`config.mk`:
```
export PLATFORM = sky130hd
export DESIGN_NAME = one_wire_bus_master
export DESIGN_NICKNAME = d
export VERILOG_FILES = /design/src/rtl/owm_pkg.sv /design/src/rtl/owm_cfg.sv /design/src/rtl/owm_core.sv /design/src/rtl/one_wire_bus_master.sv
export SDC_FILE = /design/constraint.sdc
export NUM_CORES = 1
export LEC_CHECK = 0
export BUFFER_PORTS_ARGS = -buffer_cell sky130_fd_sc_hd__buf_2
export CAP_MARGIN = 15
export CORE_UTILIZATION = 46
export CTS_BUF_LIST = sky130_fd_sc_hd__clkbuf_8
export DETAILED_ROUTE_END_ITERATION = 6
export PLACE_DENSITY = 0.65
export SKIP_CTS_REPAIR_TIMING = 1
export SLEW_MARGIN = 10
export SYNTH_ARGS = -nofsm -noshare
export SYNTH_HDL_FRONTEND = slang
export SYNTH_SLANG_ARGS = --single-unit
```
`constraint.sdc`:
```
create_clock -name clk -period 6.3 [get_ports clk]
set_input_delay 0.63 -clock clk [delete_from_list [all_inputs] [get_ports clk]]
set_output_delay 0.63 -clock clk [all_outputs]
set_load 0.1 [all_outputs]
```
`src/rtl/owm_pkg.sv`:
```
// ============================================================================
// owm_pkg: shared types and constants of the one-wire bus master
// Item and result layouts, command and status codes, register map and
// reset values of the timing registers.
// ============================================================================
package owm_pkg;

    // Width of the tick counter; timing limits saturate at its all-ones value
    localparam int TICK_COUNT_WIDTH = 12;

    localparam int REG_W     = 12;
    localparam int NUM_REGS  = 8;
    localparam int REG_IDX_W = $clog2(NUM_REGS);
    localparam int ADDR_W    = REG_IDX_W + 2;
    localparam int APB_W     = 32;

    // Compare width: covers a register, the counter plus one, and a sum of two
    localparam int CMP_W = ((TICK_COUNT_WIDTH > REG_W) ? TICK_COUNT_WIDTH : REG_W) + 1;
    localparam logic [CMP_W-1:0] CNT_MAX = CMP_W'((1 << TICK_COUNT_WIDTH) - 1);

    localparam int KIND_W   = 3;
    localparam int BITS_W   = 5;
    localparam int SHIFT_W  = 16;
    localparam int STATUS_W = 2;

    // Command kinds
    localparam logic [KIND_W-1:0] KIND_TICK   = 3'd0;
    localparam logic [KIND_W-1:0] KIND_RESET  = 3'd1;
    localparam logic [KIND_W-1:0] KIND_WRITE  = 3'd2;
    localparam logic [KIND_W-1:0] KIND_READ8  = 3'd3;
    localparam logic [KIND_W-1:0] KIND_READ16 = 3'd4;

    // Status codes
    localparam logic [STATUS_W-1:0] ST_OK          = 2'd0;
    localparam logic [STATUS_W-1:0] ST_NO_PRESENCE = 2'd1;
    localparam logic [STATUS_W-1:0] ST_STUCK_LOW   = 2'd2;
    localparam logic [STATUS_W-1:0] ST_BUSY        = 2'd3;

    // Register indexes
    localparam logic [REG_IDX_W-1:0] REG_RESET_LOW   = 3'd0;
    localparam logic [REG_IDX_W-1:0] REG_PRES_SAMPLE = 3'd1;
    localparam logic [REG_IDX_W-1:0] REG_PRES_END    = 3'd2;
    localparam logic [REG_IDX_W-1:0] REG_WR1_LOW     = 3'd3;
    localparam logic [REG_IDX_W-1:0] REG_WR0_LOW     = 3'd4;
    localparam logic [REG_IDX_W-1:0] REG_RD_LOW      = 3'd5;
    localparam logic [REG_IDX_W-1:0] REG_RD_SAMPLE   = 3'd6;
    localparam logic [REG_IDX_W-1:0] REG_SLOT        = 3'd7;

    typedef logic [NUM_REGS-1:0][REG_W-1:0] cfg_regs_t;

    // Listed from index 7 down to index 0
    localparam cfg_regs_t REG_RESET_VALS = {
        12'd62, 12'd10, 12'd5, 12'd60, 12'd5, 12'd300, 12'd80, 12'd500
    };

    typedef struct packed {
        logic [KIND_W-1:0] kind;
        logic              line_level;
        logic [7:0]        data_byte;
        logic              hold_high_after;
    } item_t;

    typedef struct packed {
        logic [STATUS_W-1:0] status;
        logic [SHIFT_W-1:0]  read_data;
        logic                done_res;
        logic                busy_res;
        logic                drive_high;
        logic                drive_low;
    } result_t;

endpackage

```
`src/rtl/owm_cfg.sv`:
```
// ============================================================================
// owm_cfg: timing register file
// APB write and read of the eight timing registers; reset loads defaults.
// ============================================================================
module owm_cfg (
    input  logic                       clk,
    input  logic                       rst_n,
    input  logic                       psel,
    input  logic                       penable,
    input  logic                       pwrite,
    input  logic [owm_pkg::ADDR_W-1:0] paddr,
    input  logic [owm_pkg::APB_W-1:0]  pwdata,
    output logic [owm_pkg::APB_W-1:0]  prdata,
    output owm_pkg::cfg_regs_t         cfg
);

    owm_pkg::cfg_regs_t             regs_reg;
    logic [owm_pkg::REG_IDX_W-1:0]  idx;
    logic                           wr_en;

    assign idx   = paddr[owm_pkg::ADDR_W-1:2];
    assign wr_en = psel && penable && pwrite;

    always_ff @(posedge clk or negedge rst_n)
    begin
        if (!rst_n)
        begin
            regs_reg <= owm_pkg::REG_RESET_VALS;
        end
        else if (wr_en)
        begin
            regs_reg[idx] <= pwdata[owm_pkg::REG_W-1:0];
        end
    end

    assign prdata = owm_pkg::APB_W'(regs_reg[idx]);
    assign cfg    = regs_reg;

endmodule

```
`src/rtl/owm_core.sv`:
```
// ============================================================================
// owm_core: bus sequencer
// Holds the command state and computes, in one pass, the next state and the
// line drive and result of one item.
// ============================================================================
module owm_core (
    input  logic                 clk,
    input  logic                 rst_n,
    input  logic                 advance,
    input  owm_pkg::item_t       item,
    input  owm_pkg::cfg_regs_t   cfg,
    output owm_pkg::result_t     res
);

    localparam int TW = owm_pkg::TICK_COUNT_WIDTH;
    localparam int CW = owm_pkg::CMP_W;

    typedef enum logic [3:0] {
        PH_IDLE,
        PH_RST_LOW,
        PH_RST_WAIT,
        PH_RST_END,
        PH_WRITE,
        PH_READ8,
        PH_READ16
    } phase_t;

    phase_t                          phase_reg, phase_next;
    logic [TW-1:0]                   tick_reg, tick_next, tick_inc;
    logic [owm_pkg::BITS_W-1:0]      bits_reg, bits_next, bits_dec;
    logic [owm_pkg::SHIFT_W-1:0]     shift_reg, shift_next, shift_smp;
    logic [owm_pkg::STATUS_W-1:0]    last_status_reg, last_status_next, status_out;
    logic                            strong_reg, strong_next;
    logic                            done;
    logic [owm_pkg::SHIFT_W-1:0]     rd;
    logic                            is_cmd;
    logic [CW-1:0]                   tc_plus1;
    logic                            reach_rst, reach_pres, reach_end, reach_slot;
    logic [CW-1:0]                   slot_lim, slot_last, smp_sum, smp_pos;
    logic [owm_pkg::REG_W-1:0]       low_time;
    logic                            drv_low, drv_high;

    function automatic logic [CW-1:0] limit_of(input logic [owm_pkg::REG_W-1:0] r);
        logic [CW-1:0] r_ext;
        r_ext = CW'(r);
        return (r_ext > owm_pkg::CNT_MAX) ? owm_pkg::CNT_MAX : r_ext;
    endfunction

    assign is_cmd   = (item.kind >= owm_pkg::KIND_RESET) && (item.kind <= owm_pkg::KIND_READ16);
    assign tc_plus1 = CW'(tick_reg) + CW'(1);
    assign tick_inc = (&tick_reg) ? tick_reg : tick_reg + TW'(1);
    assign bits_dec = (bits_reg != '0) ? bits_reg - owm_pkg::BITS_W'(1) : '0;

    assign reach_rst  = tc_plus1 >= limit_of(cfg[owm_pkg::REG_RESET_LOW]);
    assign reach_pres = tc_plus1 >= limit_of(cfg[owm_pkg::REG_PRES_SAMPLE]);
    assign reach_end  = tc_plus1 >= limit_of(cfg[owm_pkg::REG_PRES_END]);
    assign reach_slot = tc_plus1 >= limit_of(cfg[owm_pkg::REG_SLOT]);

    // Read sample point, clamped to the last tick of the slot
    assign slot_lim  = limit_of(cfg[owm_pkg::REG_SLOT]);
    assign slot_last = (slot_lim != '0) ? slot_lim - CW'(1) : '0;
    assign smp_sum   = CW'(cfg[owm_pkg::REG_RD_LOW]) + CW'(cfg[owm_pkg::REG_RD_SAMPLE]);
    assign smp_pos   = (smp_sum > slot_last) ? slot_last : smp_sum;
    assign shift_smp = ((phase_reg != PH_WRITE) && (CW'(tick_reg) == smp_pos))
                       ? {item.line_level, shift_reg[owm_pkg::SHIFT_W-1:1]} : shift_reg;

    always_comb
    begin
        phase_next  = phase_reg;
        tick_next   = tick_reg;
        bits_next   = bits_reg;
        shift_next  = shift_reg;
        strong_next = strong_reg;
        status_out  = last_status_reg;
        done        = 1'b0;
        rd          = '0;

        if (is_cmd)
        begin
            if (phase_reg != PH_IDLE)
            begin
                status_out = owm_pkg::ST_BUSY;
            end
            else
            begin
                strong_next = 1'b0;
                tick_next   = '0;
                shift_next  = '0;
                bits_next   = '0;
                case (item.kind)
                    owm_pkg::KIND_RESET:
                    begin
                        phase_next = PH_RST_LOW;
                    end
                    owm_pkg::KIND_WRITE:
                    begin
                        phase_next  = PH_WRITE;
                        shift_next  = owm_pkg::SHIFT_W'(item.data_byte);
                        bits_next   = owm_pkg::BITS_W'(8);
                        strong_next = item.hold_high_after;
                    end
                    owm_pkg::KIND_READ8:
                    begin
                        phase_next = PH_READ8;
                        bits_next  = owm_pkg::BITS_W'(8);
                    end
                    default:
                    begin
                        phase_next = PH_READ16;
                        bits_next  = owm_pkg::BITS_W'(16);
                    end
                endcase
            end
        end
        else
        begin
            case (phase_reg)
                PH_RST_LOW:
                begin
                    if (reach_rst)
                    begin
                        phase_next = PH_RST_WAIT;
                        tick_next  = '0;
                    end
                    else
                    begin
                        tick_next = tick_inc;
                    end
                end
                PH_RST_WAIT:
                begin
                    if (reach_pres)
                    begin
                        if (item.line_level)
                        begin
                            phase_next = PH_IDLE;
                            done       = 1'b1;
                            status_out = owm_pkg::ST_NO_PRESENCE;
                        end
                        else
                        begin
                            phase_next = PH_RST_END;
                            tick_next  = '0;
                        end
                    end
                    else
                    begin
                        tick_next = tick_inc;
                    end
                end
                PH_RST_END:
                begin
                    if (reach_end)
                    begin
                        phase_next = PH_IDLE;
                        done       = 1'b1;
                        status_out = item.line_level ? owm_pkg::ST_OK : owm_pkg::ST_STUCK_LOW;
                    end
                    else
                    begin
                        tick_next = tick_inc;
                    end
                end
                PH_WRITE, PH_READ8, PH_READ16:
                begin
                    shift_next = shift_smp;
                    if (reach_slot)
                    begin
                        if (phase_reg == PH_WRITE)
                        begin
                            shift_next = shift_smp >> 1;
                        end
                        bits_next = bits_dec;
                        tick_next = '0;
                        if (bits_dec == '0)
                        begin
                            done       = 1'b1;
                            status_out = owm_pkg::ST_OK;
                            phase_next = PH_IDLE;
                            if (phase_reg == PH_READ8)
                            begin
                                rd = {8'h00, shift_smp[owm_pkg::SHIFT_W-1:8]};
                            end
                            else if (phase_reg == PH_READ16)
                            begin
                                rd = shift_smp;
                            end
                        end
                    end
                    else
                    begin
                        tick_next = tick_inc;
                    end
                end
                default:
                begin
                    phase_next = phase_reg;
                end
            endcase
        end
    end

    assign last_status_next = done ? status_out : last_status_reg;

    // Drive for the coming tick interval, from the updated state
    assign low_time = shift_next[0] ? cfg[owm_pkg::REG_WR1_LOW] : cfg[owm_pkg::REG_WR0_LOW];

    always_comb
    begin
        drv_low  = 1'b0;
        drv_high = 1'b0;
        case (phase_next)
            PH_IDLE:
            begin
                drv_high = strong_next;
            end
            PH_RST_LOW:
            begin
                drv_low = 1'b1;
            end
            PH_WRITE:
            begin
                if (tick_next == '0)
                begin
                    drv_high = 1'b1;
                end
                else
                begin
                    drv_low = CW'(tick_next) <= CW'(low_time);
                end
            end
            PH_READ8, PH_READ16:
            begin
                drv_low = (tick_next != '0)
                          && (CW'(tick_next) <= CW'(cfg[owm_pkg::REG_RD_LOW]));
            end
            default:
            begin
                drv_low = 1'b0;
            end
        endcase
    end

    always_ff @(posedge clk or negedge rst_n)
    begin
        if (!rst_n)
        begin
            phase_reg       <= PH_IDLE;
            tick_reg        <= '0;
            bits_reg        <= '0;
            shift_reg       <= '0;
            last_status_reg <= owm_pkg::ST_OK;
            strong_reg      <= 1'b0;
        end
        else if (advance)
        begin
            phase_reg       <= phase_next;
            tick_reg        <= tick_next;
            bits_reg        <= bits_next;
            shift_reg       <= shift_next;
            last_status_reg <= last_status_next;
            strong_reg      <= strong_next;
        end
    end

    assign res.drive_low  = drv_low;
    assign res.drive_high = drv_high;
    assign res.busy_res   = phase_next != PH_IDLE;
    assign res.done_res   = done;
    assign res.read_data  = rd;
    assign res.status     = status_out;

endmodule

```
`src/rtl/one_wire_bus_master.sv`:
```
// ============================================================================
// one_wire_bus_master: 1-Wire bus master timed by microsecond ticks
// Input register, single-pass sequencer and result register.
// ============================================================================
// Each input item is either a tick (kind 0, or any unknown kind) carrying the
// line level sampled at the end of the elapsed tick interval, or a command:
// bus reset with presence check, LSB-first byte write, byte read or 16-bit
// word read. Every item yields exactly one result item giving the line drive
// for the next tick interval plus busy, done, read data and status. A command
// sent while another is running is rejected with status 3 and costs no time.
// The block takes one item per clock cycle unless the result side stalls: an
// item is captured in the input register, passes the sequencer logic and is
// registered in the result register, from which its result is offered on the
// master side. While a result waits for m_tready the input register
// takes one more item and then holds s_tready low until the result drains;
// from then on both sides move in the same cycle. The eight 12-bit timing
// registers sit on the APB port at byte addresses 0x00..0x1C; write them
// only while no command is running and no item is in flight.
module one_wire_bus_master (
    input  logic                       clk,
    input  logic                       rst_n,
    // slave side
    input  logic                       s_tvalid,
    output logic                       s_tready,
    input  logic [15:0]                s_tdata,   // line_level, data_byte[8:1], hold_high_after
    input  logic [2:0]                 s_tuser,   // kind
    // master side
    output logic                       m_tvalid,
    input  logic                       m_tready,
    output logic [23:0]                m_tdata,   // drive_low, drive_high, busy_res,
                                                  // done_res, read_data[19:4], status[21:20]
    // configuration
    input  logic                       psel,
    input  logic                       penable,
    input  logic                       pwrite,
    input  logic [owm_pkg::ADDR_W-1:0] paddr,
    input  logic [owm_pkg::APB_W-1:0]  pwdata,
    output logic [owm_pkg::APB_W-1:0]  prdata,
    output logic                       pready
);

    owm_pkg::cfg_regs_t cfg;
    owm_pkg::item_t     in_item_reg;
    owm_pkg::item_t     in_item_next;
    owm_pkg::result_t   out_res_reg;
    owm_pkg::result_t   core_res;
    logic               in_valid_reg;
    logic               out_valid_reg;
    logic               advance;
    logic               s_accept;

    assign pready = 1'b1;

    owm_cfg u_cfg (
        .clk     (clk),
        .rst_n   (rst_n),
        .psel    (psel),
        .penable (penable),
        .pwrite  (pwrite),
        .paddr   (paddr),
        .pwdata  (pwdata),
        .prdata  (prdata),
        .cfg     (cfg)
    );

    // Advance the held item whenever the result register is free or drains
    assign advance  = in_valid_reg && (!out_valid_reg || m_tready);
    assign s_tready = !in_valid_reg || advance;
    assign s_accept = s_tvalid && s_tready;

    // Unpack the incoming item
    assign in_item_next.kind            = s_tuser;
    assign in_item_next.line_level      = s_tdata[0];
    assign in_item_next.data_byte       = s_tdata[8:1];
    assign in_item_next.hold_high_after = s_tdata[9];

    always_ff @(posedge clk or negedge rst_n)
    begin
        if (!rst_n)
        begin
            in_valid_reg  <= 1'b0;
            out_valid_reg <= 1'b0;
        end
        else
        begin
            if (s_tready)
            begin
                in_valid_reg <= s_tvalid;
            end
            if (advance)
            begin
                out_valid_reg <= 1'b1;
            end
            else if (m_tready)
            begin
                out_valid_reg <= 1'b0;
            end
        end
    end

    // Payload registers: hold while stalled
    always_ff @(posedge clk)
    begin
        if (s_accept)
        begin
            in_item_reg <= in_item_next;
        end
        if (advance)
        begin
            out_res_reg <= core_res;
        end
    end

    owm_core u_core (
        .clk     (clk),
        .rst_n   (rst_n),
        .advance (advance),
        .item    (in_item_reg),
        .cfg     (cfg),
        .res     (core_res)
    );

    assign m_tvalid = out_valid_reg;
    assign m_tdata  = {2'b00, out_res_reg.status, out_res_reg.read_data,
                       out_res_reg.done_res, out_res_reg.busy_res,
                       out_res_reg.drive_high, out_res_reg.drive_low};

endmodule

```
# Word level (Yosys, flattened, before mapping)

Index checks and enable logic that the tools add are counted.
Widths: inputs -> output; s select.

Register bits: 173
Bits of input ports: 63
Output and inout bits: 59
Word-level logic and storage cells: 163

Add/subtract/negate cells: 5
Order comparisons: 11
Equal/unequal tests: 16
Mux-type cells: 67
Bitwise operators: 4
Reduce and logical (&&, ||, !) cells: 32

Operator list:

| cell                  | count |
|---|---|
| $mux 12               | 11 |
| $bwmux 96             | 1 |
| $mux 16               | 6 |
| $ge 13x12->1          | 4 |
| $pmux 12 s4           | 1 |
| $bmux 12 s3           | 1 |
| $demux 12 s3          | 1 |
| $mux 4                | 7 |
| $mux 13               | 2 |
| $mux 5                | 5 |
| $eq 4x3->1 const B    | 6 |
| $le 12x12->1          | 2 |
| $mux 8                | 3 |
| $mux 2                | 9 |
| $pmux 4 s4            | 1 |
| $add 12x1->13 const B | 1 |
| $add 12x12->13        | 1 |
| $eq 12x13->1          | 1 |
| $gt 13x13->1          | 1 |
| $mux 1                | 13 |
| $reduce_bool 13->1    | 1 |
| $sub 12x1->13 const B | 1 |
| $add 12x1->12 const B | 1 |
| $logic_not 12->1      | 1 |
| other kinds (33)      | 54 |

# Logic depth before layout (Yosys ltp)

Gate-level depths: netlist of run 1.

Word-level depth: 15
Mapped depth: 33
Gate-level depth less buffers: 31

# Cells and area by module

Synthesis of run 1 repeated with hierarchy kept, for this count alone.

Cell total of the unflattened synthesis: 1213
Area total of the unflattened synthesis: 12583.3 µm²

Modules (own cells, without submodules):

| module              | instances | cells an instance | area an instance (µm²) | seq. area each (µm²) |
|---|---|---|---|---|
| owm_core            | 1         | 868               | 6745.2                 | 1001.0 |
| owm_cfg             | 1         | 297               | 4653.2                 | 2436.1 |
| one_wire_bus_master | 1         | 48                | 1184.9                 | 1101.1 |

# Worst setup path after synthesis of run 1

OpenSTA, ideal clock, no wires.

Path type: flip-flop to flip-flop
Start: register u_cfg.regs_reg, in the netlist u_cfg.cfg[73]
End: register out_res_reg, in the netlist m_tdata[0] (data pin)
Setup time: 0.176 ns
Arrival: 6.365 ns
Required time: 6.124 ns
Setup slack: -0.241 ns
Stages on the path, launching flop included: 30
Path buffers: 2
Clock period less this slack: 6.541 ns
Path through: dfstp_2 ha_1 a211o_1 a21oi_1 a21oi_1 o41ai_1 xnor2_1 ha_1 nand4_1 a2111o_1 and3_1 clkbuf_1 nor3_1 a221oi_1 a2111oi_4 o2111ai_2 and3_4 o31ai_4 buf_6 mux2i_1 ha_1 a21o_1 a21o_1 a21oi_1 nor2_1 a2111oi_0 nor2_1 mux2i_1 a21oi_1 o32ai_1

Word-level cells in the longest chain between the ends: 14

Ends and longest elaborated chain:

| what                              | line                       | text |
|---|---|---|
| from (decl)                       | owm_cfg.sv:17              | `owm_pkg::cfg_regs_t regs_reg;` |
| from (signal assigned)            | owm_cfg.sv:28              | `regs_reg <= owm_pkg::REG_RESET_VALS;` |
| from (signal, indexed assignment) | owm_cfg.sv:32              | `regs_reg[idx] <= pwdata[owm_pkg::REG_W-1:0];` |
| $add 12x12->13 *                  | owm_core.sv:62             | `assign smp_sum = CW'(cfg[owm_pkg::REG_RD_LOW]) + CW'(cfg[owm_pkg::REG_RD_SAMPLE]);` |
| $gt 13x13->1                      | owm_core.sv:63             | `assign smp_pos = (smp_sum > slot_last) ? slot_last : smp_sum;` |
| $mux 13 *                         | owm_core.sv:63             |  |
| $eq 12x13->1 *                    | owm_core.sv:64             | `assign shift_smp = ((phase_reg != PH_WRITE) && (CW'(tick_reg) == smp_pos))` |
| $logic_and 1x1->1 *               | owm_core.sv:64             |  |
| $mux 16 *                         | owm_core.sv:65             | `? {item.line_level, shift_reg[owm_pkg::SHIFT_W-1:1]} : shift_reg;` |
| $mux 16                           | owm_core.sv:169            | `if (phase_reg == PH_WRITE)` |
| $mux 16 *                         | owm_core.sv:167            | `if (reach_slot)` |
| $mux 16 *                         | owm_core.sv:117            | `case (phase_reg)` |
| $mux 16 *                         | owm_core.sv:78             | `if (is_cmd)` |
| $mux 12 *                         | owm_core.sv:206            | `assign low_time = shift_next[0] ? cfg[owm_pkg::REG_WR1_LOW] : cfg[owm_pkg::REG_WR0_LOW];` |
| $le 12x12->1 *                    | owm_core.sv:229            | `drv_low = CW'(tick_next) <= CW'(low_time);` |
| $mux 1 *                          | owm_core.sv:223            | `if (tick_next == '0)` |
| $pmux 1 s3 *                      | owm_core.sv:212            | `case (phase_next)` |
| to (signal assigned)              | one_wire_bus_master.sv:110 | `out_res_reg <= core_res;` |
| to (decl)                         | one_wire_bus_master.sv:45  | `owm_pkg::result_t out_res_reg;` |

Mark *: on every way between the ends. The rest lies on a longest branch, timed or not. The select of a mux whose other input is x is not followed.
A chain may end at the register's enable or synchronous reset.

# Worst setup path after layout of run 1

Start: register u_cfg.regs_reg, in the netlist u_cfg.cfg[62]
End: register out_res_reg, in the netlist m_tdata[0] (data pin)

Word-level cells in the longest chain between the ends: 14
Elaborated cells between the ends (all ways): 16
Classes of those cells: add/sub: 1; order compare: 3; eq/ne: 1; mux: 9; reduce/logical: 2

Ends and longest elaborated chain:

| what              | line |
|---|---|
| $add 12x12->13    | owm_core.sv:62 |
| $gt 13x13->1      | owm_core.sv:63 |
| $mux 13           | owm_core.sv:63 |
| $eq 12x13->1      | owm_core.sv:64 |
| $logic_and 1x1->1 | owm_core.sv:64 |
| $mux 16           | owm_core.sv:65 |
| $mux 16           | owm_core.sv:169 |
| $mux 16           | owm_core.sv:167 |
| $mux 16           | owm_core.sv:117 |
| $mux 16           | owm_core.sv:78 |
| $mux 12           | owm_core.sv:206 |
| $le 12x12->1      | owm_core.sv:229 |
| $mux 1            | owm_core.sv:223 |
| $pmux 1 s3 *      | owm_core.sv:212 |

Marked as above.

==> results of run 1 <==
-- final cells by class --
type / count / area (sq um) / area share (%)
clock buffer: 17 / 234 / 1.62
tap: 335 / 419 / 2.90
multi-input combinational: 946 / 7200 / 49.9
inverter: 85 / 322 / 2.23
clock inverter: 15 / 169 / 1.17
sequential: 173 / 4540 / 31.4
timing repair buffer: 228 / 1560 / 10.8
-- cell usage in the layout (no fill, tap or decap), drive strengths merged, types with 6 or more instances in the layout --
master,n
nand3,25
nor2,69
dfrtp,111
a21oi,62
conb,23
clkinv,6
clkbuf,17
dfstp,27
xor2,14
xnor2,21
nand3b,6
nand4,18
o211ai,11
edfxtp,35
o21ai,96
o22ai,6
mux4,14
ha,101
mux2,61
nand2,125
a21o,22
a221oi,6
or3,10
nor4,9
a22o,20
nor3,31
inv,93
nor2b,11
mux2i,42
buf,228
o22a,10
and2,6
o31ai,7
and3,11
a222oi,6
nand2b,20
a211o,6
-- stage by stage --
step	hold WS (ps)	utilization [%]	setup slack, ps	cell area (sq um)
after global routing	200	55.6	-818	14400
final	143	55.6	-523	14400
after detailed placement	454	52.9	-574	13800
after global placement	457	52.9	-464	13800
after CTS	185	54.5	-636	14200
after floorplan	334	-	25.0	12300
-- per-layer routing --
metal | GRT usage [%] | wire (um) | part of all wire, % | up-vias
li1 | - | - | - | 4948
met1 | 37.8 | 16000 | 45 | 5162
met2 | 41.3 | 16100 | 45 | 392
met3 | 3.21 | 2230 | 6.3 | 62
met4 | 9.67 | 1160 | 3.3 | 0
met5 | 0 | 0 | 0 | -
-- worst paths after layout --
path	start	to	slack, ps
worst max-delay path	u_cfg.cfg[62]$_DFFE_PN1P_	m_tdata[0]$_SDFFCE_PN0P_	-520
worst min-delay path	rst_n	u_core.shift_reg[13]$_DFFE_PN0P_	140
worst max register to register	u_cfg.cfg[62]$_DFFE_PN1P_	m_tdata[0]$_SDFFCE_PN0P_	-520
worst min register to register	in_item_reg[4]$_DFFE_PP_	u_core.shift_reg[3]$_DFFE_PN0P_	470
max in group asynchronous	rst_n	u_cfg.cfg[64]$_DFFE_PN0P_	4820
min in group clk	s_tuser[2]	in_item_reg[12]$_DFFE_PP_	320
-- critical path: cells and delay by family, from the launching register on --
family | cells | cell delay [ps]
AOI/OAI and AO/OA | 13 | 2880
and+or+nand+nor | 9 | 1390
adders and majority gates | 3 | 800
DFF | 1 | 580
buffers and inverters | 3 | 450
muxes | 2 | 340
xor gates and xnor gates | 1 | 190
-- where the power goes --
group / switching (uW) / total [uW] / internal [uW]
registers: 184 / 1560 / 1380
clock network: 495 / 798 / 304
logic: 1830 / 3180 / 1350
-- cells by family after synthesis --
family / share of synthesized area (%)
multiplexers: 11.8
adder cells (fa/ha/maj): 10.6
AND/OR/NAND/NOR: 14.5
XOR/XNOR: 2.52
flip-flops: 37.3
other: 0.0618
AO/OA/AOI/OAI: 17.0
buffers and inverters: 6.20
==> impl_metrics.prom, run 1 <==
# TYPE chip_impl_metric gauge
chip_impl_info{name="ys.flop_type",value="sky130_fd_sc_hd__dfrtp_1"} 1
chip_impl_metric{name="drive_gt1_share",unit="%"} 28.9
chip_impl_info{name="startpoint_types",value="flop"} 1
chip_impl_info{name="synth_top_cells_by_area",value="sky130_fd_sc_hd__dfrtp_1 (23%), sky130_fd_sc_hd__ha_1 (10%), sky130_fd_sc_hd__edfxtp_1 (8.6%)"} 1
chip_impl_metric{name="routed-via-count",unit=""} 10564
chip_impl_metric{name="first_global_vias",unit=""} 9929
chip_impl_metric{name="clock_sinks",unit=""} 173
chip_impl_metric{name="fin_setup_tns",unit="ps"} -523
chip_impl_info{name="timing.critical_path.mode_cell",value="sky130_fd_sc_hd__a21oi_2"} 1
chip_impl_metric{name="worst-slew-pin-transition",unit="ps"} 1190
chip_impl_metric{name="fin_ws",unit="ps"} -523
chip_impl_metric{name="h-tree-depth",unit=""} 4
chip_impl_metric{name="io_buffer_count",unit=""} 70
chip_impl_metric{name="netlist_area",unit="sq mm"} 0.0122
chip_impl_info{name="hold_path.class",value="input pin to asynchronous set/reset pin"} 1
chip_impl_metric{name="die_y",unit="um"} 165
chip_impl_metric{name="clk_buf_depth",unit=""} 2
chip_impl_metric{name="grt_first_pass_wirelength",unit="mm"} 54.5
chip_impl_metric{name="globalRouteOverflowTotal",unit=""} 0
chip_impl_metric{name="fin_total_pwr",unit="uW"} 5540
chip_impl_info{name="synth_top_cells_by_count",value="sky130_fd_sc_hd__nand2_1 (125), sky130_fd_sc_hd__dfrtp_1 (111), sky130_fd_sc_hd__ha_1 (101)"} 1
chip_impl_metric{name="synthesis.yosys.warnings",unit=""} 0
chip_impl_metric{name="post-place-cells",unit=""} 1757
chip_impl_metric{name="power.density_cell_area",unit="mW/mm^2"} 383
chip_impl_metric{name="grt_max_degree",unit=""} 80
chip_impl_metric{name="antenna_found_initial",unit=""} 0
chip_impl_metric{name="yosys.cell_types.count",unit=""} 81
chip_impl_metric{name="fillers",unit=""} 2280
chip_impl_info{name="grt_setup_unrepaired",value="yes"} 1
chip_impl_metric{name="fp.dieArea",unit="sq mm"} 0.0271
chip_impl_metric{name="insertedDiodeCount",unit=""} 0
chip_impl_info{name="critPathKind",value="flop to flop"} 1
chip_impl_metric{name="drt_iter0_markers",unit=""} 786
chip_impl_metric{name="synth.top_cell.area_share",unit="%"} 22.8
chip_impl_metric{name="final_hold_violation_count",unit=""} 0
chip_impl_info{name="cts-root-buf",value="sky130_fd_sc_hd__clkbuf_8"} 1
chip_impl_info{name="synth.most_common_cell",value="sky130_fd_sc_hd__nand2_1"} 1
chip_impl_metric{name="fmaxAchievable",unit="MHz"} 147
chip_impl_metric{name="async_reset_ff_share",unit="%"} 79.8
chip_impl_metric{name="cts_bufs_inserted",unit=""} 17
chip_impl_metric{name="cp_max_fo",unit=""} 7
chip_impl_info{name="cts_tree",value="built"} 1
chip_impl_info{name="outcome",value="finished with violations"} 1
chip_impl_metric{name="fin_nets",unit=""} 1616
chip_impl_metric{name="cp_data_arrival_time",unit="ps"} 7120
chip_impl_info{name="critical_path.endpoint_type",value="flop"} 1
chip_impl_metric{name="min_period_over_period",unit="%"} 108
chip_impl_metric{name="routability_driven_placement_congestion_ratio",unit=""} 0.949
chip_impl_metric{name="max_cap_viols",unit=""} 0
chip_impl_metric{name="std_cell_rows",unit=""} 59
chip_impl_metric{name="syn-mean-instance-area",unit="sq um"} 9.61
chip_impl_metric{name="slew-limit-headroom",unit="%"} 20.3
chip_impl_metric{name="detail_route.vias_per_cell",unit=""} 5.87
chip_impl_metric{name="layout-area-overhead-vs-synth",unit="%"} 18.8
chip_impl_metric{name="hpwl",unit="mm"} 27.0
chip_impl_metric{name="timing.critical_path.required",unit="ps"} 6600
chip_impl_metric{name="io-pin-count",unit=""} 122
chip_impl_metric{name="floorplan.core_area",unit="sq mm"} 0.0260
chip_impl_metric{name="routed_wirelength",unit="mm"} 35.5
chip_impl_metric{name="power.leakage",unit="uW"} 0.00687
chip_impl_metric{name="die_width",unit="um"} 165
chip_impl_metric{name="clkLatencyLatePin",unit="ps"} 480
chip_impl_metric{name="postSynthRegisterBits",unit=""} 173
chip_impl_metric{name="finalSetupViolCount",unit=""} 1
chip_impl_metric{name="fin_crit",unit="ps"} 6820
chip_impl_metric{name="clk_pin_slew",unit="ps"} 110
chip_impl_metric{name="finalNonFillerCells",unit=""} 1799
chip_impl_info{name="synth_largest_area_cell",value="sky130_fd_sc_hd__dfrtp_1"} 1
chip_impl_metric{name="ys_seq_area_share",unit="%"} 37.3
chip_impl_metric{name="track_usage",unit="%"} 26.5
chip_impl_metric{name="timing_max_transition_violations_final",unit=""} 0
chip_impl_metric{name="max_ffs_per_register",unit=""} 96
chip_impl_metric{name="ant_nets",unit=""} 0
chip_impl_metric{name="critPathMaxStageDelay",unit="ps"} 580
chip_impl_metric{name="drcViolationCount",unit=""} 0
chip_impl_metric{name="synthesis.instances",unit=""} 1265
chip_impl_metric{name="ir_worst_vdd",unit="V"} 0.000181
chip_impl_metric{name="fin_skew",unit="ps"} 22.1
chip_impl_info{name="violated_checks",value="negative setup slack"} 1
chip_impl_metric{name="drt-wirelength-per-cell",unit="um"} 19.7
chip_impl_metric{name="floorplan.initialDensity",unit="%"} 46.8
chip_impl_metric{name="first_pass_iters",unit=""} 6
chip_impl_metric{name="ff2ff_path_depth",unit=""} 31
chip_impl_info{name="timing.critical_path.slowest_stage_cell",value="sky130_fd_sc_hd__dfstp_2"} 1
chip_impl_metric{name="synth_edf_count",unit=""} 35
Note: power is estimated with default switching activity, not from simulation.
==> run 2: changes to the inputs <==
- CELL_PAD_IN_SITES_DETAIL_PLACEMENT: default -> 0
- CELL_PAD_IN_SITES_GLOBAL_PLACEMENT: default -> 2
- CORE_UTILIZATION: 46 -> 36
- PLACE_DENSITY: 0.65 -> 0.78
==> impl_metrics.prom, run 2 (synthesis results as in run 1) <==
# TYPE chip_impl_metric gauge
chip_impl_info{name="outcome",value="finished with violations"} 1
chip_impl_info{name="violated_checks",value="negative setup slack"} 1
chip_impl_metric{name="h-tree-depth",unit=""} 4
chip_impl_metric{name="utilization",unit="%"} 44.1
chip_impl_metric{name="power.density_cell_area",unit="mW/mm^2"} 379
chip_impl_metric{name="io-pin-count",unit=""} 122
chip_impl_metric{name="max_ffs_per_register",unit=""} 96
chip_impl_metric{name="power.leakage",unit="uW"} 0.00687
chip_impl_info{name="cts_tree",value="built"} 1
chip_impl_metric{name="hpwl",unit="mm"} 29.2
chip_impl_metric{name="fp.dieArea",unit="sq mm"} 0.0345
chip_impl_metric{name="first_global_vias",unit=""} 10008
chip_impl_metric{name="fin_total_pwr",unit="uW"} 5500
chip_impl_info{name="most-common-layout-cells",value="sky130_fd_sc_hd__buf_4 (158), sky130_fd_sc_hd__nand2_1 (124), sky130_fd_sc_hd__dfrtp_1 (111), sky130_fd_sc_hd__ha_1 (99), sky130_fd_sc_hd__o21ai_0 (92)"} 1
chip_impl_info{name="critical_path.endpoint_type",value="flop"} 1
chip_impl_metric{name="finalSetupViolCount",unit=""} 1
chip_impl_metric{name="io_buffer_count",unit=""} 70
chip_impl_metric{name="drive_gt1_share",unit="%"} 27.3
chip_impl_metric{name="globalRouteOverflowTotal",unit=""} 0
chip_impl_metric{name="clkLatencyLatePin",unit="ps"} 500
chip_impl_info{name="worst_r2r_endpoint",value="m_tdata[0]$_SDFFCE_PN0P_"} 1
chip_impl_info{name="grt_setup_unrepaired",value="yes"} 1
chip_impl_metric{name="fin_crit",unit="ps"} 6610
chip_impl_metric{name="ir_worst_vdd",unit="V"} 0.000194
chip_impl_metric{name="antenna_found_initial",unit=""} 0
chip_impl_metric{name="std_cell_rows",unit=""} 66
chip_impl_metric{name="worst-slew-pin-transition",unit="ps"} 1100
chip_impl_metric{name="timing_max_transition_violations_final",unit=""} 0
chip_impl_metric{name="final_hold_violation_count",unit=""} 0
chip_impl_metric{name="die_width",unit="um"} 186
chip_impl_metric{name="clock_sinks",unit=""} 173
chip_impl_metric{name="ff2ff_path_depth",unit=""} 31
chip_impl_metric{name="detail_route.vias_per_cell",unit=""} 5.36
chip_impl_metric{name="drt-wirelength-per-cell",unit="um"} 19.6
chip_impl_metric{name="slew-limit-headroom",unit="%"} 26.4
chip_impl_metric{name="cp_data_arrival_time",unit="ps"} 6940
chip_impl_metric{name="critPathMaxStageDelay",unit="ps"} 540
chip_impl_info{name="timing.critical_path.mode_cell",value="sky130_fd_sc_hd__ha_1"} 1
chip_impl_metric{name="floorplan.core_area",unit="sq mm"} 0.0329
chip_impl_info{name="crit_path_end",value="m_tdata[0]$_SDFFCE_PN0P_"} 1
chip_impl_metric{name="layout-area-overhead-vs-synth",unit="%"} 19.3
chip_impl_info{name="cts-root-buf",value="sky130_fd_sc_hd__clkbuf_8"} 1
chip_impl_metric{name="grt_max_degree",unit=""} 95
chip_impl_metric{name="floorplan.initialDensity",unit="%"} 37.0
chip_impl_metric{name="drt_iter0_markers",unit=""} 646
chip_impl_metric{name="first_pass_iters",unit=""} 7
chip_impl_info{name="startpoint_types",value="flop"} 1
chip_impl_metric{name="max_cap_viols",unit=""} 0
chip_impl_metric{name="routed-via-count",unit=""} 10232
chip_impl_info{name="hold_path.class",value="input pin to asynchronous set/reset pin"} 1
chip_impl_metric{name="fin_skew",unit="ps"} 17.3
chip_impl_metric{name="clk_buf_depth",unit=""} 2
chip_impl_metric{name="cp_max_fo",unit=""} 7
chip_impl_metric{name="die_y",unit="um"} 186
chip_impl_metric{name="place_ws",unit="ps"} -603
chip_impl_info{name="timing.critical_path.slowest_stage_cell",value="sky130_fd_sc_hd__dfstp_2"} 1
chip_impl_metric{name="reg2reg_slack",unit="ps"} -310
chip_impl_info{name="mostFrequentLayoutCell",value="sky130_fd_sc_hd__buf_4"} 1
chip_impl_metric{name="drcViolationCount",unit=""} 0
chip_impl_info{name="worst_r2r_startpoint",value="u_cfg.cfg[60]$_DFFE_PN1P_"} 1
chip_impl_metric{name="fmaxAchievable",unit="MHz"} 151
chip_impl_metric{name="grt_first_pass_wirelength",unit="mm"} 58.7
chip_impl_metric{name="routed_wirelength",unit="mm"} 37.5
chip_impl_metric{name="timing.critical_path.required",unit="ps"} 6630
chip_impl_metric{name="min_period_over_period",unit="%"} 105
chip_impl_metric{name="ant_nets",unit=""} 0
chip_impl_metric{name="routability_driven_placement_congestion_ratio",unit=""} 0.919
chip_impl_metric{name="track_usage",unit="%"} 22.9
chip_impl_info{name="critPathKind",value="flop to flop"} 1
chip_impl_metric{name="cts_bufs_inserted",unit=""} 17
chip_impl_info{name="startpoint",value="u_cfg.cfg[60]$_DFFE_PN1P_"} 1
chip_impl_metric{name="fin_nets",unit=""} 1618
chip_impl_metric{name="clk_pin_slew",unit="ps"} 90
chip_impl_metric{name="fin_ws",unit="ps"} -310
-- run 2: layout make-up --
type | count | area [sq um]
antenna | 1 | 2.50
timing repair buffer | 230 | 1580
tap | 442 | 553
multi-input combinational | 946 | 7070
clock buffer | 17 | 234
fill | 3276 | 18400
sequential | 173 | 4540
clock inverter | 15 | 201
inverter | 85 | 319
-- run 2: metal layers --
metal | part of all wire [%] | track usage, %
met1 | 50 | 33.2
met4 | 2.1 | 6.92
met3 | 3.8 | 3.38
met5 | 0 | 0
met2 | 44 | 35.0
-- run 2: worst min path at each step --
stage / from / end / slack (ps)
final: rst_n / u_cfg.cfg[25]$_DFFE_PN0P_ / 210
after floorplan: rst_n / in_valid_reg$_DFFE_PN0N_ / 330
after global routing: rst_n / u_cfg.cfg[25]$_DFFE_PN0P_ / 270
after CTS: rst_n / u_cfg.cfg[14]$_DFFE_PN0P_ / 250
after global placement: in_item_reg[8]$_DFFE_PP_ / u_core.shift_reg[7]$_DFFE_PN0P_ / 460
after detailed placement: in_item_reg[5]$_DFFE_PP_ / u_core.shift_reg[4]$_DFFE_PN0P_ / 450
-- run 2: power breakdown --
part           total (uW)  switching (uW)  internal (uW)
Combinational        3050            1770           1280
Clock                 887             423            464
Sequential           1560             182           1380
-- run 2: per-stage QoR --
step	area [sq um]	TNS [ps]	cells	hold slack, ps
2_1_floorplan	12300	0	1286	334
3_3_place_gp	14000	-488	1873	460
3_5_place_dp	14000	-603	1873	454
4_1_cts	14400	-659	1905	245
5_1_grt	14500	-718	1908	269
6_report	14500	-310	1909	211
-- run 2: worst max-delay path, delay by kind of cell (launching register included) --
family | cells | cell delay, ps
multiplexers | 2 | 340
XOR/XNOR | 1 | 140
AND/OR/NAND/NOR | 9 | 1380
AO/OA/AOI/OAI | 13 | 2720
buffers and inverters | 2 | 220
flip-flops | 1 | 540
adder cells (fa/ha/maj) | 4 | 1060
